--- src/hw/rtl/spi_pkg.sv ---
// ---------------------------------------------------------------------------
// spi_pkg: shared types and constants for the signature peak interval block
// Widths of the word fields, parameter defaults, controller states and the
// command/status structs between controller and datapath.
// ---------------------------------------------------------------------------
`default_nettype none

package spi_pkg;

  localparam int MAX_LENGTH_DEF    = 256;
  localparam int FRACTION_BITS_DEF = 8;

  localparam int SAMPLE_W   = 16;
  localparam int COUNT_W    = 7;
  localparam int INTERVAL_W = 16;

  localparam logic [COUNT_W-1:0]    PEAK_COUNT_MAX = 7'd127;
  localparam logic [INTERVAL_W-1:0] INTERVAL_MAX   = 16'hFFFF;

  typedef enum logic [1:0] {
    SLOPE_FLAT,
    SLOPE_RISE,
    SLOPE_FALL
  } slope_t;

  typedef enum logic [1:0] {
    ST_RUN,
    ST_DIV,
    ST_DONE
  } state_t;

  typedef struct packed {
    logic accept;    // take one sample word
    logic start;     // last sample: load divider, clear the run
    logic div_step;  // one quotient bit
    logic load_out;  // move result into the output register
  } cmd_t;

  typedef struct packed {
    logic div_done;
  } sts_t;

endpackage

`default_nettype wire

--- src/hw/rtl/spi_if.sv ---
// ---------------------------------------------------------------------------
// spi_in_if / spi_out_if: valid/ready channels of the peak interval block
// The input channel moves one sample word, the output channel one result.
// ---------------------------------------------------------------------------
`default_nettype none

interface spi_in_if;
  logic                                valid;
  logic                                ready;
  logic signed [spi_pkg::SAMPLE_W-1:0] sample;
  logic                                last_sample;

  modport source (output valid, output sample, output last_sample, input ready);
  modport sink   (input valid, input sample, input last_sample, output ready);
endinterface

interface spi_out_if;
  logic                              valid;
  logic                              ready;
  logic [spi_pkg::INTERVAL_W-1:0]    peak_interval;
  logic                              interval_valid;
  logic [spi_pkg::COUNT_W-1:0]       peak_count;

  modport source (output valid, output peak_interval, output interval_valid,
                  output peak_count, input ready);
  modport sink   (input valid, input peak_interval, input interval_valid,
                  input peak_count, output ready);
endinterface

`default_nettype wire

--- src/hw/rtl/spi_ctrl.sv ---
// ---------------------------------------------------------------------------
// spi_ctrl: controller of the signature peak interval block
// Sequences sample intake, the serial divide after the last sample and the
// hand-off into the output register; owns in_ready and out_valid.
// ---------------------------------------------------------------------------
`default_nettype none

module spi_ctrl (
  input  wire logic          clk,
  input  wire logic          rst_n,
  input  wire logic          in_valid,
  input  wire logic          in_last,
  output logic               in_ready,
  input  wire logic          out_ready,
  output logic               out_valid,
  input  wire spi_pkg::sts_t sts,
  output spi_pkg::cmd_t      cmd
);

  spi_pkg::state_t state_r, state_nxt;
  logic            out_valid_r, out_valid_nxt;
  logic            out_free;

  assign out_free = !out_valid_r || out_ready;

  always_comb begin
    state_nxt = state_r;
    unique case (state_r)
      spi_pkg::ST_RUN: begin
        if (in_valid && in_last) state_nxt = spi_pkg::ST_DIV;
      end
      spi_pkg::ST_DIV: begin
        if (sts.div_done) state_nxt = spi_pkg::ST_DONE;
      end
      spi_pkg::ST_DONE: begin
        if (out_free) state_nxt = spi_pkg::ST_RUN;
      end
      default: state_nxt = spi_pkg::ST_RUN;
    endcase
  end

  always_comb begin
    cmd           = '0;
    in_ready      = 1'b0;
    out_valid_nxt = out_valid_r && !out_ready;
    unique case (state_r)
      spi_pkg::ST_RUN: begin
        in_ready   = 1'b1;
        cmd.accept = in_valid;
        cmd.start  = in_valid && in_last;
      end
      spi_pkg::ST_DIV: begin
        cmd.div_step = !sts.div_done;
      end
      spi_pkg::ST_DONE: begin
        if (out_free) begin
          cmd.load_out  = 1'b1;
          out_valid_nxt = 1'b1;
        end
      end
      default: begin
      end
    endcase
  end

  always_ff @(posedge clk) begin
    if (!rst_n) begin
      state_r     <= spi_pkg::ST_RUN;
      out_valid_r <= 1'b0;
    end else begin
      state_r     <= state_nxt;
      out_valid_r <= out_valid_nxt;
    end
  end

  assign out_valid = out_valid_r;

endmodule

`default_nettype wire

--- src/hw/rtl/spi_datapath.sv ---
// ---------------------------------------------------------------------------
// spi_datapath: datapath of the signature peak interval block
// Slope and peak detection per sample, peak count and positions, a restoring
// divider one quotient bit per cycle, and the output payload register.
// ---------------------------------------------------------------------------
`default_nettype none

module spi_datapath #(
  parameter int MAX_LENGTH    = spi_pkg::MAX_LENGTH_DEF,
  parameter int FRACTION_BITS = spi_pkg::FRACTION_BITS_DEF
) (
  input  wire logic                                clk,
  input  wire logic                                rst_n,
  input  wire spi_pkg::cmd_t                       cmd,
  output spi_pkg::sts_t                            sts,
  input  wire logic signed [spi_pkg::SAMPLE_W-1:0] in_sample,
  output logic [spi_pkg::INTERVAL_W-1:0]           peak_interval,
  output logic                                     interval_valid,
  output logic [spi_pkg::COUNT_W-1:0]              peak_count
);

  localparam int IDX_W  = $clog2(MAX_LENGTH);
  localparam int DIV_W  = IDX_W + FRACTION_BITS;
  localparam int CNT_W  = $clog2(DIV_W + 1);
  localparam int CW     = spi_pkg::COUNT_W;
  localparam int EXT_W  = DIV_W + spi_pkg::INTERVAL_W + 1;
  localparam logic [IDX_W-1:0] IDX_LAST = IDX_W'(MAX_LENGTH - 1);

  // run state
  logic signed [spi_pkg::SAMPLE_W-1:0] prev_sample_r;
  spi_pkg::slope_t                     prev_slope_r, slope;
  logic [IDX_W-1:0]                    idx_r;
  logic [CW-1:0]                       total_r, total_nxt;
  logic [IDX_W-1:0]                    first_r, first_nxt, last_r, last_nxt;
  logic [IDX_W-1:0]                    pos;
  logic                                peak;

  // divider
  logic [DIV_W-1:0] dvd_r;
  logic [CW-1:0]    rem_r, dvs_r;
  logic [CNT_W-1:0] cnt_r;
  logic [CW-1:0]    hold_count_r;
  logic             hold_ok_r;
  logic [CW:0]      rem_sh;
  logic [CW+1:0]    diff;
  logic [EXT_W-1:0] quo_ext;

  // output payload
  logic [spi_pkg::INTERVAL_W-1:0] out_interval_r;
  logic                           out_ok_r;
  logic [CW-1:0]                  out_count_r;

  always_comb begin
    if (in_sample > prev_sample_r)      slope = spi_pkg::SLOPE_RISE;
    else if (in_sample < prev_sample_r) slope = spi_pkg::SLOPE_FALL;
    else                                slope = spi_pkg::SLOPE_FLAT;
    peak = (idx_r >= IDX_W'(2)) && (prev_slope_r == spi_pkg::SLOPE_RISE)
           && (slope == spi_pkg::SLOPE_FALL);
    pos       = idx_r - IDX_W'(2);
    first_nxt = (peak && total_r == '0) ? pos : first_r;
    last_nxt  = peak ? pos : last_r;
    total_nxt = (peak && total_r != spi_pkg::PEAK_COUNT_MAX) ? total_r + CW'(1) : total_r;
  end

  always_ff @(posedge clk) begin
    if (!rst_n) begin
      prev_sample_r <= '0;
      prev_slope_r  <= spi_pkg::SLOPE_FLAT;
      idx_r         <= '0;
      total_r       <= '0;
      first_r       <= '0;
      last_r        <= '0;
    end else if (cmd.start) begin
      // end of run: back to the reset state
      prev_sample_r <= '0;
      prev_slope_r  <= spi_pkg::SLOPE_FLAT;
      idx_r         <= '0;
      total_r       <= '0;
      first_r       <= '0;
      last_r        <= '0;
    end else if (cmd.accept) begin
      prev_sample_r <= in_sample;
      if (idx_r != '0) prev_slope_r <= slope;
      if (idx_r != IDX_LAST) idx_r <= idx_r + IDX_W'(1);
      total_r <= total_nxt;
      first_r <= first_nxt;
      last_r  <= last_nxt;
    end
  end

  // restoring divide: shift in one dividend bit, subtract when it fits
  assign rem_sh = {rem_r, dvd_r[DIV_W-1]};
  assign diff   = {1'b0, rem_sh} - {2'b00, dvs_r};

  always_ff @(posedge clk) begin
    if (!rst_n) begin
      cnt_r <= '0;
    end else if (cmd.start) begin
      cnt_r <= CNT_W'(DIV_W);
    end else if (cmd.div_step) begin
      cnt_r <= cnt_r - CNT_W'(1);
    end
  end

  always_ff @(posedge clk) begin
    if (cmd.start) begin
      dvd_r        <= DIV_W'(last_nxt - first_nxt) << FRACTION_BITS;
      rem_r        <= '0;
      dvs_r        <= total_nxt - CW'(1);
      hold_count_r <= total_nxt;
      hold_ok_r    <= total_nxt >= CW'(2);
    end else if (cmd.div_step) begin
      if (!diff[CW+1]) begin
        rem_r <= diff[CW-1:0];
        dvd_r <= {dvd_r[DIV_W-2:0], 1'b1};
      end else begin
        rem_r <= rem_sh[CW-1:0];
        dvd_r <= {dvd_r[DIV_W-2:0], 1'b0};
      end
    end
  end

  assign sts.div_done = (cnt_r == '0);
  assign quo_ext      = EXT_W'(dvd_r);

  always_ff @(posedge clk) begin
    if (cmd.load_out) begin
      out_ok_r    <= hold_ok_r;
      out_count_r <= hold_count_r;
      if (!hold_ok_r)
        out_interval_r <= '0;
      else if (quo_ext > EXT_W'(spi_pkg::INTERVAL_MAX))
        out_interval_r <= spi_pkg::INTERVAL_MAX;
      else
        out_interval_r <= quo_ext[spi_pkg::INTERVAL_W-1:0];
    end
  end

  assign peak_interval  = out_interval_r;
  assign interval_valid = out_ok_r;
  assign peak_count     = out_count_r;

endmodule

`default_nettype wire

--- src/hw/rtl/signature_peak_interval.sv ---
// ---------------------------------------------------------------------------
// signature_peak_interval: mean peak spacing of a run of signature samples
// Input channel: one signed 16-bit sample per word, last_sample closes a run.
// Output channel: one result word per run: peak_interval (unsigned, with
// FRACTION_BITS fraction bits, Q8.8 by default), interval_valid (two or more
// peaks) and peak_count (saturating at 127).
// Samples are taken one per cycle while in_ready is high. The last sample of a run
// starts a restoring divider that yields one quotient bit per cycle; once it
// is through, the result word is moved into the output register and
// out_valid rises. in_ready is low while the divider runs and until the
// result word has been moved into the output register.
// The result sits in an output register: the next run is taken while it
// waits. If the receiver still holds off when the next run's result is done,
// intake stops until the output register frees up.
// Reset (synchronous, active low) clears the run state and empties the
// output register.
// ---------------------------------------------------------------------------
`default_nettype none

module signature_peak_interval #(
  parameter int MAX_LENGTH    = spi_pkg::MAX_LENGTH_DEF,
  parameter int FRACTION_BITS = spi_pkg::FRACTION_BITS_DEF
) (
  input  wire logic  clk,
  input  wire logic  rst_n,
  spi_in_if.sink     in_if,
  spi_out_if.source  out_if
);

  spi_pkg::cmd_t cmd;
  spi_pkg::sts_t sts;

  spi_ctrl u_ctrl (
    .clk       (clk),
    .rst_n     (rst_n),
    .in_valid  (in_if.valid),
    .in_last   (in_if.last_sample),
    .in_ready  (in_if.ready),
    .out_ready (out_if.ready),
    .out_valid (out_if.valid),
    .sts       (sts),
    .cmd       (cmd)
  );

  spi_datapath #(
    .MAX_LENGTH    (MAX_LENGTH),
    .FRACTION_BITS (FRACTION_BITS)
  ) u_datapath (
    .clk            (clk),
    .rst_n          (rst_n),
    .cmd            (cmd),
    .sts            (sts),
    .in_sample      (in_if.sample),
    .peak_interval  (out_if.peak_interval),
    .interval_valid (out_if.interval_valid),
    .peak_count     (out_if.peak_count)
  );

endmodule

`default_nettype wire

--- src/flat_wrapper.sv ---
// flat-port wrapper written by rule: the top's interface ports become plain ports
module signature_peak_interval_flat 
#(
  parameter int MAX_LENGTH    = spi_pkg::MAX_LENGTH_DEF,
  parameter int FRACTION_BITS = spi_pkg::FRACTION_BITS_DEF
)
  (clk, rst_n, in_if_valid, in_if_sample, in_if_last_sample, in_if_ready, out_if_valid, out_if_peak_interval, out_if_interval_valid, out_if_peak_count, out_if_ready);
  spi_in_if in_if_i ();
  spi_out_if out_if_i ();
  input  wire logic clk;
  input  wire logic rst_n;
  input wire logic [$bits(in_if_i.valid)-1:0] in_if_valid;
  input wire logic [$bits(in_if_i.sample)-1:0] in_if_sample;
  input wire logic [$bits(in_if_i.last_sample)-1:0] in_if_last_sample;
  output wire logic [$bits(in_if_i.ready)-1:0] in_if_ready;
  output wire logic [$bits(out_if_i.valid)-1:0] out_if_valid;
  output wire logic [$bits(out_if_i.peak_interval)-1:0] out_if_peak_interval;
  output wire logic [$bits(out_if_i.interval_valid)-1:0] out_if_interval_valid;
  output wire logic [$bits(out_if_i.peak_count)-1:0] out_if_peak_count;
  input wire logic [$bits(out_if_i.ready)-1:0] out_if_ready;
  assign in_if_i.valid = in_if_valid;
  assign in_if_i.sample = in_if_sample;
  assign in_if_i.last_sample = in_if_last_sample;
  assign in_if_ready = in_if_i.ready;
  assign out_if_valid = out_if_i.valid;
  assign out_if_peak_interval = out_if_i.peak_interval;
  assign out_if_interval_valid = out_if_i.interval_valid;
  assign out_if_peak_count = out_if_i.peak_count;
  assign out_if_i.ready = out_if_ready;
  signature_peak_interval #(.MAX_LENGTH(MAX_LENGTH), .FRACTION_BITS(FRACTION_BITS)) u_core (.clk(clk), .rst_n(rst_n), .in_if(in_if_i), .out_if(out_if_i));
endmodule
--- config.mk ---
export PLATFORM = sky130hd
export DESIGN_NAME = signature_peak_interval_flat
export DESIGN_NICKNAME = d
export VERILOG_FILES = /design/src/hw/rtl/spi_pkg.sv /design/src/hw/rtl/spi_if.sv /design/src/hw/rtl/spi_ctrl.sv /design/src/hw/rtl/spi_datapath.sv /design/src/hw/rtl/signature_peak_interval.sv /design/src/flat_wrapper.sv
export SDC_FILE = /design/constraint.sdc
export NUM_CORES = 1
export LEC_CHECK = 0
export BUFFER_PORTS_ARGS = -buffer_cell sky130_fd_sc_hd__buf_2
export CORE_MARGIN = 1
export CORE_UTILIZATION = 55
export CTS_CLUSTER_DIAMETER = 80
export DETAILED_ROUTE_END_ITERATION = 12
export PLACE_DENSITY_LB_ADDON = 0.08
export SYNTH_ARGS = -nofsm -noshare
export SYNTH_HDL_FRONTEND = slang
export SYNTH_SLANG_ARGS = --single-unit
--- constraint.sdc ---
create_clock -name clk -period 8.6 [get_ports clk]
set_input_delay 0.43 -clock clk [delete_from_list [all_inputs] [get_ports clk]]
set_output_delay 0.43 -clock clk [all_outputs]
set_load 0.03 [all_outputs]
Yosys cells after proc, flatten, opt, wreduce, memory -nomap -nowiden
Index checks and enable logic that the tools add are counted.
- word-level logic and storage cells: 83
- flip-flop bits (word level): 119
- add/sub/neg operators: 7
- reductions and logical operators: 19
- multiplexer cells: 23
- equality and inequality tests: 9
- bitwise logic cells: 1
- $lt $le $gt $ge: 5
- operators with widths (cell ; count):
    two-way mux 16 bit ; 3
    greater-than comparator 16 bit ; 1
    greater-than comparator 16 bit (second input constant) ; 1
    less-than comparator 16 bit ; 1
    two-way mux 8 bit ; 2
    two-way mux 7 bit ; 2
    two-way mux 2 bit ; 6
    two-way mux 5 bit ; 2
    subtractor 8 x 7 -> 9 bit ; 1
    adder 8 x 1 -> 8 bit (second input constant) ; 1
    >= comparator 8 x 2 -> 1 bit (second input constant) ; 1
    inequality test 8 bit (second input constant) ; 1
    nonzero test 8 bit ; 1
    subtractor 8 x 2 -> 8 bit (second input constant) ; 1
    subtractor 8 bit ; 1
    adder 7 x 1 -> 7 bit (second input constant) ; 1
    >= comparator 7 x 2 -> 1 bit (second input constant) ; 1
    zero test 7 bit ; 1
    two-way mux 1 bit ; 7
    inequality test 7 bit (second input constant) ; 1
    subtractor 7 x 1 -> 7 bit (second input constant) ; 1
    logical AND 1 bit ; 6
    inequality test 2 bit (second input constant) ; 3
    one-hot mux 2 bit (3 select lines) ; 1
    other kinds (12) ; 17

Longest topological paths before layout
Gate-level depths: netlist of the first run.
- depth after elaboration: 9
- mapped depth: 20
- depth with buffers taken out: 19

Cells and area by module
Synthesis of the first run repeated with hierarchy kept, for this count alone.
- cell total of the unflattened synthesis: 605
- area, all modules: 6107.1 µm²
- by module, submodules not included (module ; area an instance (µm²) ; cells an instance ; instances):
    spi_datapath ; 5947.0 ; 587 ; 1
    spi_ctrl ; 160.2 ; 18 ; 1

Worst setup path after synthesis of the first run
No wires, ideal clock.
- path type: input-to-reg
- start: input in_if_sample[15]
- end: register u_core.u_datapath.dvd_r[14], data pin
- path buffers: 1
- cell stages on the path: 17
- setup time: 0.268 ns
- arrival time: 4.068 ns
- slack: 4.263 ns
- cell sequence: ha_1 nand4_2 nor4_2 o21ai_1 and3b_1 buf_4 o211ai_4 mux2_2 ha_1 fa_1 inv_1 a21oi_1 o21bai_1 a21oi_1 a21o_1 a2111oi_0 o31ai_1
- longest elaborated chain between the ends: 9
- elaborated cells on any way between the ends: 11
- RTL lines (what ; RTL line ; text):
    from (decl) ; flat_wrapper.sv:13 ; input wire logic [$bits(in_if_i.sample)-1:0] in_if_sample;
    less-than comparator 16 bit ; spi_datapath.sv:55 ; else if (in_sample < prev_sample_r) slope = spi_pkg::SLOPE_FALL;
    two-way mux 2 bit ; spi_datapath.sv:55 ;
    two-way mux 2 bit (*) ; spi_datapath.sv:54 ; if (in_sample > prev_sample_r) slope = spi_pkg::SLOPE_RISE;
    == test 2 bit (*) ; spi_datapath.sv:58 ; && (slope == spi_pkg::SLOPE_FALL);
    logical AND 1 bit (*) ; spi_datapath.sv:58 ;
    logical AND 1 bit (*) ; spi_datapath.sv:60 ; first_nxt = (peak && total_r == '0) ? pos : first_r;
    two-way mux 8 bit (*) ; spi_datapath.sv:60 ;
    named net u_core.u_datapath.first_nxt[0] ; spi_datapath.sv:34 ; logic [IDX_W-1:0] first_r, first_nxt, last_r, last_nxt;
    subtractor 8 bit (*) ; spi_datapath.sv:107 ; dvd_r <= DIV_W'(last_nxt - first_nxt) << FRACTION_BITS;
    two-way mux 16 bit (*) ; spi_datapath.sv:106 ; if (cmd.start) begin
    to (signal assigned) ; spi_datapath.sv:107 ;
    to (signal assigned) ; spi_datapath.sv:115 ; dvd_r <= {dvd_r[DIV_W-2:0], 1'b1};
    to (signal assigned) ; spi_datapath.sv:118 ; dvd_r <= {dvd_r[DIV_W-2:0], 1'b0};
    to (decl) ; spi_datapath.sv:39 ; logic [DIV_W-1:0] dvd_r;
Mark *: on every way through the listed nets, which the timed path passes. The rest lies on a longest branch.
A chain may end at the register's enable or synchronous reset.

Worst setup path after layout of the first run
- start: register u_core.u_datapath.prev_sample_r[7] (netlist name)
- end: register u_core.u_datapath.dvd_r[14], data pin
- elaborated cells on any way between the ends: 11
- RTL lines (what ; RTL line ; text):
    from (decl) ; spi_datapath.sv:30 ; logic signed [spi_pkg::SAMPLE_W-1:0] prev_sample_r;
    from (signal assigned) ; spi_datapath.sv:82 ; prev_sample_r <= in_sample;
    less-than comparator 16 bit ; spi_datapath.sv:55 ;
    two-way mux 2 bit ; spi_datapath.sv:55 ;
    two-way mux 2 bit (*) ; spi_datapath.sv:54 ;
    == test 2 bit (*) ; spi_datapath.sv:58 ;
    logical AND 1 bit (*) ; spi_datapath.sv:58 ;
    two-way mux 8 bit (*) ; spi_datapath.sv:61 ; last_nxt = peak ? pos : last_r;
    named net u_core.u_datapath.last_nxt[1] ; spi_datapath.sv:34 ;
    subtractor 8 bit (*) ; spi_datapath.sv:107 ;
    two-way mux 16 bit (*) ; spi_datapath.sv:106 ;
Marked as above.

==> flow_summary_export.csv, run 1 <==
group,metric,value,unit
pwr,leakage,2.84,nW
finish,n_antenna_cell,0,
global_route,grt_max_degree,50,
hold_path,worst_hold_path_type,"in -> reg",
timing,finalSetupViolCount,0,
logic_synthesis,yosys.area.top_type,"dfxtp_1",
finish,seq_area,0.00285,mm²
critical_path,cp.required,8840,ps
placement,gp_congestion,0.832,
logic_synthesis,synth_most_common_cell,"nand2_1",
route,via_count,4535,
clock_network,clk_latency,520,ps
logic_synthesis,ys_ff_latch,119,
finish,fillerInstances,898,
timing,skew,10.7,ps
logic_synthesis,netlist_top_cells_area,"dfxtp_1, edfxtp_1, ha_1, nand2_1, a21oi_1",
pwr,p_int,1.03,mW
clock_network,path_clk_slew,60,ps
clock_network,max-clock-path-buffers,2,
route,wl_per_cell,13.9,µm
timing,holdWs,166,ps
clock_network,cts_sinks,119,
floorplanning,die_x,108,µm
logic_synthesis,avgSynthCellArea,9.43,µm²
floorplanning,coreArea,0.0109,mm²
placement,placed_area,0.00645,mm²
logic_synthesis,async_flop_share,0,%
floorplanning,die_h,108,µm
pwr,irDropWorstVdd,159,µV
route,drtAntennaViolNets,0,
logic_synthesis,synthCells,653,
finish,area_growth_syn_to_layout,13.6,%
clock_network,cts_max_level,4,
timing,relSlewSlack,21.3,%
logic_synthesis,syn_nets,715,
global_route,grt_pass1_wl,19900,µm
critical_path,worstPathArrival,5170,ps
critical_path,start_kind,"flip-flop",
timing,rsz0062_at_grt,"false",
global_route,antenna_found_initial,0,
run,maxCapViolCount,0,
logic_synthesis,yosys_warnings,0,
floorplanning,start_util,56.6,%
route,via_per_inst,5.35,
placement,port_buffers,46,
finish,multiInputGateArea,0.00298,mm²
finish,postLayoutCellArea,0.00699,mm²
finish,finalNonFillerCells,847,
logic_synthesis,synth_top_area_share,23.4,%
pwr,p_switching,344,µW
timing,fmaxAchievable,0.203,GHz
clock_network,cts_tree,"yes",
logic_synthesis,synth_cell_types,63,
clock_network,cts-resized-gates,0,
timing,worstMarginPinSlew,1180,ps
pwr,power_frac_seq,44.7,%
global_route,grt-ovfl-total,0,
global_route,grt_pass1_vias,4307,
logic_synthesis,ys_top_cells_by_count,"nand2_1, dfxtp_1, a21oi_1, inv_1, edfxtp_1",
finish,fin_util,64.2,%
clock_network,cts-root-buf,"clkbuf_8",
route,dr.first_iter.drc_count,286,
route,dr.pass1.iters,4,
pwr,power_frac_comb,8.6,%
finish,drive_gt1_share,14.3,%
critical_path,end_kind,"flip-flop",
logic_synthesis,synth_area,0.00616,mm²
placement,hpwl,8250,µm
clock_network,cts_setup_buffers,0,
logic_synthesis,yosysSeqAreaShare,46.3,%
timing,setup_slack,3660,ps
placement,place_inst,815,
clock_network,numCtsBuffers,17,
timing,finalHoldViolations,0,
global_route,track_usage,22.0,%
route,totalWireLength,11800,µm
outcome,outcome,"completed",
floorplanning,io_pins,47,
timing,min_period_over_period,57.4,%
logic_synthesis,synth_ff_type,"dfxtp_1",
floorplanning,die_area,0.0116,mm²
pwr,finalPower,1.37,mW
finish,fin_nets,756,
floorplanning,row_count,38,
critical_path,cp_max_fo,13,
critical_path,crit_type,"reg -> reg",
pwr,power.density,196,mW/mm²
timing,slew_viol_final,0,
pwr,p_clk_share,46.7,%
clock_network,hold_buffers,0,
timing,tns,0,ps
pwr,p_sw_share,25.1,%
logic_synthesis,synth_edf_count,47,
timing,min_period,4940,ps
placement,pre_cts_ws,3510,ps
route,drc,0,
## worst paths after layout
path,startpoint,end,slack (ps),depth (start not counted)
max reg2reg,u_core.u_datapath.prev_sample_r[7],u_core.u_datapath.dvd_r[14],3660,18
min reg2reg,u_core.u_datapath.hold_count_r[3],u_core.u_datapath.peak_count[3],420,0
max,u_core.u_datapath.prev_sample_r[7],u_core.u_datapath.dvd_r[14],3660,18
min,in_if_sample[8],u_core.u_datapath.prev_sample_r[8],170,3
## layer usage
metal / part of all wire, % / global-route usage, %
met5: 0 / 0
met4: 0.64 / 7.73
met3: 3.6 / 6.05
met2: 49 / 35.9
met1: 47 / 27.9
## state kept, by name (all words and copies together), names as in the netlist, 5 cells and up
signal	cells
u_core.u_datapath.rem_r	7
u_core.u_datapath.cnt_r	5
u_core.u_datapath.dvs_r	7
u_core.u_datapath.dvd_r	16
u_core.u_datapath.peak_interval	16
u_core.u_datapath.total_r	7
u_core.u_datapath.idx_r	8
u_core.u_datapath.peak_count	7
u_core.u_datapath.last_r	8
u_core.u_datapath.first_r	8
u_core.u_datapath.hold_count_r	7
u_core.u_datapath.prev_sample_r	16
## power groups by stage
| stage | Sequential [mW] | Clock (mW) | Combinational (mW) |
|---|---|---|---|
| after detailed placement | 0.626 | 0 | 0.119 |
| final | 0.614 | 0.641 | 0.119 |
| after floorplan | 0.627 | 0 | 0.0850 |
| after global placement | 0.625 | 0 | 0.116 |
| after global routing | 0.616 | 0.681 | 0.134 |
| after CTS | 0.614 | 0.655 | 0.120 |
## cells by family (layout without fill, tap and decap cells)
logic type | Yosys count | count (layout) | synth area share [%]
buf+inv | 77 | 131 | 5.36
xor+xnor | 31 | 31 | 4.63
flops | 119 | 119 | 46.3
mux | 20 | 20 | 3.39
simple gates | 247 | 247 | 19.6
compound gates | 118 | 118 | 12.1
fa+ha+maj | 41 | 41 | 8.57
## layout by cell type, fill, tap and decap left out, types with 5 or more instances in the layout
master and count:
nor2_1 44, nand4_1 6, a211oi_1 7, xor2_1 11
ha_1 39, edfxtp_1 47, nand3_1 23, o21ai_0 23
o21ai_1 5, mux2_2 7, inv_1 49, clkbuf_16 16
nand2b_1 7, xnor2_1 19, nor3_1 12, mux2i_1 13
o21a_1 5, buf_2 46, nor2b_1 6, dfxtp_1 72
nand2_1 97, or3_1 8, and2_1 20, a21oi_1 49
## worst max-delay path, stage by stage, from the launching register on
cell and delay [ps]:
dfxtp_1 320, inv_1 40, ha_1 300, a21oi_1 140, o21ai_0 130, a2111oi_2 500
and3b_1 440, o21a_1 560, mux2_2 430, inv_1 80, fa_1 210, inv_1 50
a21oi_1 140, o21bai_1 110, a21oi_1 400, nand2_1 90, and3_1 180, a2111oi_0 410
o31ai_1 120
## layout make-up
| type | count | area share [%] |
|---|---|---|
| Clock buffer | 17 | 5.92 |
| Clock inverter | 15 | 1.86 |
| Inverter | 49 | 2.63 |
| Multi-Input combinational cell | 457 | 42.6 |
| Sequential cell | 119 | 40.8 |
| Tap cell | 140 | 2.50 |
| Timing Repair Buffer | 50 | 3.72 |
Power figures use the tool's default switching activity.
==> run 2, diff against run 1 <==
clock period = 4.7 ns   (was 8.6 ns; I/O delays follow)
==> run 2 against run 1 <==
Compared with the run above: power grew 91%; clock power increased by 97%; critical path depth is the same; count of clock-buffer cells in the layout increased by 2; design area up 4.6%; die area did not move; routed wire length increased by 7.1%; via count is 4.0% higher; utilization grew 3.0 points; combinational power up 110%; global-route usage is 1.1 points higher; critical endpoint is now u_core.u_datapath.dvd_r[15]; largest power group unchanged.
==> flow_summary_export.csv, run 2 (same netlist as run 1, synthesis figures left out) <==
group,metric,value,unit
floorplanning,io_pins,47,
timing,setup_slack,229,ps
route,totalWireLength,12600,µm
critical_path,reg2reg_slack,260,ps
critical_path,start_kind,"input port",
finish,area_growth_syn_to_layout,18.8,%
critical_path,cp.required,5070,ps
clock_network,max-clock-path-buffers,2,
pwr,irDropWorstVdd,216,µV
global_route,grt_pass1_wl,20700,µm
global_route,antenna_found_initial,0,
floorplanning,die_h,108,µm
clock_network,clk_latency,520,ps
placement,port_buffers,46,
global_route,track_usage,23.1,%
clock_network,cts_tree,"yes",
finish,final_common_cell,"nand2_1",
critical_path,crit_buf_inv,2,
route,drc,0,
floorplanning,start_util,56.6,%
hold_path,worst_hold_path_type,"in -> reg",
critical_path,r2r-start,"u_core.u_datapath.prev_sample_r[15]",
route,via_count,4715,
critical_path,slowest_stage,"dlygate4sd3_1",
clock_network,cts_sinks,119,
placement,hpwl,8550,µm
outcome,outcome,"completed",
floorplanning,coreArea,0.0109,mm²
timing,slew_viol_final,0,
floorplanning,row_count,38,
pwr,leakage,2.98,nW
run,maxCapViolCount,0,
timing,min_period,4470,ps
route,wl_per_cell,14.5,µm
clock_network,cts_max_level,4,
clock_network,path_clk_slew,60,ps
critical_path,crit_type,"in -> reg",
route,dr.first_iter.drc_count,302,
critical_path,cp_max_fo,6,
critical_path,r2r_end,"u_core.u_datapath.dvd_r[14]",
hold_path,whs_path_depth,3,
floorplanning,die_area,0.0116,mm²
timing,fmaxAchievable,0.224,GHz
finish,n_antenna_cell,0,
global_route,grt_max_degree,38,
finish,drive_gt1_share,15.7,%
placement,pre_cts_ws,83.7,ps
clock_network,numCtsBuffers,17,
critical_path,crit_start,"in_if_sample[15]",
clock_network,cts-root-buf,"clkbuf_8",
global_route,grt-ovfl-total,0,
critical_path,end_kind,"flip-flop",
timing,worstMarginPinSlew,1230,ps
global_route,grt_pass1_vias,4469,
timing,min_period_over_period,95.1,%
critical_path,cp_top_family,"compound AO/OA/AOI/OAI gates",
critical_path,crit_chain,"dlygate4sd3_1 -> buf_2 -> ha_1 -> nand4_2 -> nor2_1 -> a2111oi_4 -> and3b_2 -> o21a_1 -> mux2_2 -> ha_1 -> nor2b_1 -> o21ai_0 -> a21oi_1 -> or3_1 -> a21oi_1 -> a221oi_1 -> a2111o_1 -> o211ai_2",
critical_path,slowest_delay,530,ps
critical_path,reg2regPathDepth,19,
critical_path,worstPathArrival,4840,ps
route,drtAntennaViolNets,0,
hold_path,min_from,"out_if_ready",
route,via_per_inst,5.41,
hold_path,min_to,"u_core.u_ctrl.out_valid",
timing,holdWs,26.0,ps
finish,final_cell_mix,"nand2_1, dfxtp_1, inv_1, a21oi_1, edfxtp_1",
placement,gp_congestion,0.872,
timing,finalHoldViolations,0,
pwr,power.density,359,mW/mm²
route,dr.pass1.iters,5,
timing,finalSetupViolCount,0,
finish,fin_nets,780,
timing,skew,6.96,ps
timing,relSlewSlack,17.9,%
floorplanning,die_x,108,µm
-- run 2: metrics by stage --
stage	util [%]	instance area (µm²)	setup TNS, ps	instances	power [mW]
6_report	67.2	7320	0	871	2.63
5_1_grt	67.2	7320	-132	871	2.72
4_1_cts	66.5	7240	0	869	2.63
3_5_place_dp	59.6	6490	0	820	1.37
3_3_place_gp	59.6	6490	0	820	1.36
2_1_floorplan	-	6160	0	653	1.30
-- run 2: area by class of cell --
| cell class | count | area [µm²] |
|---|---|---|
| inverter | 49 | 184 |
| clock buffer | 19 | 422 |
| timing repair buffer | 74 | 483 |
| tap | 140 | 175 |
| multi-input combinational | 457 | 3050 |
| sequential | 119 | 2850 |
| clock inverter | 13 | 156 |
| fill | 869 | 3570 |
-- run 2: worst min-delay path, cell delays in order --
cell and delay [ps]:
buf_2 70, nand2b_1 110, a21boi_0 80
-- run 2: how the worst max path moves through the flow --
stage	end	slack, ps	cells after the start
floorplan	u_core.u_datapath.dvd_r[14]	450	18
global placement	u_core.u_datapath.dvd_r[14]	320	18
detailed placement	u_core.u_datapath.dvd_r[14]	80	19
CTS	u_core.u_datapath.dvd_r[14]	60	20
global route	u_core.u_datapath.dvd_r[15]	-80	18
finish	u_core.u_datapath.dvd_r[15]	230	18
-- run 2: timing repair --
action,in CTS,in global routing
endpoints found under the setup margin,0,2
endpoints found under the hold margin,20,0
resized for setup,0,14
hold buffers,17,0
setup buffers,0,2
-- run 2: metal layers --
metal | vias to the layer above | track usage, % | part of all wire [%]
met5 | - | 0 | 0
met4 | 0 | 10.1 | 1.7
met3 | 18 | 5.87 | 4.0
met2 | 105 | 38.9 | 49
met1 | 2211 | 27.8 | 45
li1 | 2381 | - | -
-- run 2: where the power goes --
part / switching, mW / total (mW) / internal, mW
registers: 0.0177 / 1.12 / 1.11
clock network: 0.459 / 1.26 / 0.802
logic: 0.152 / 0.245 / 0.0930
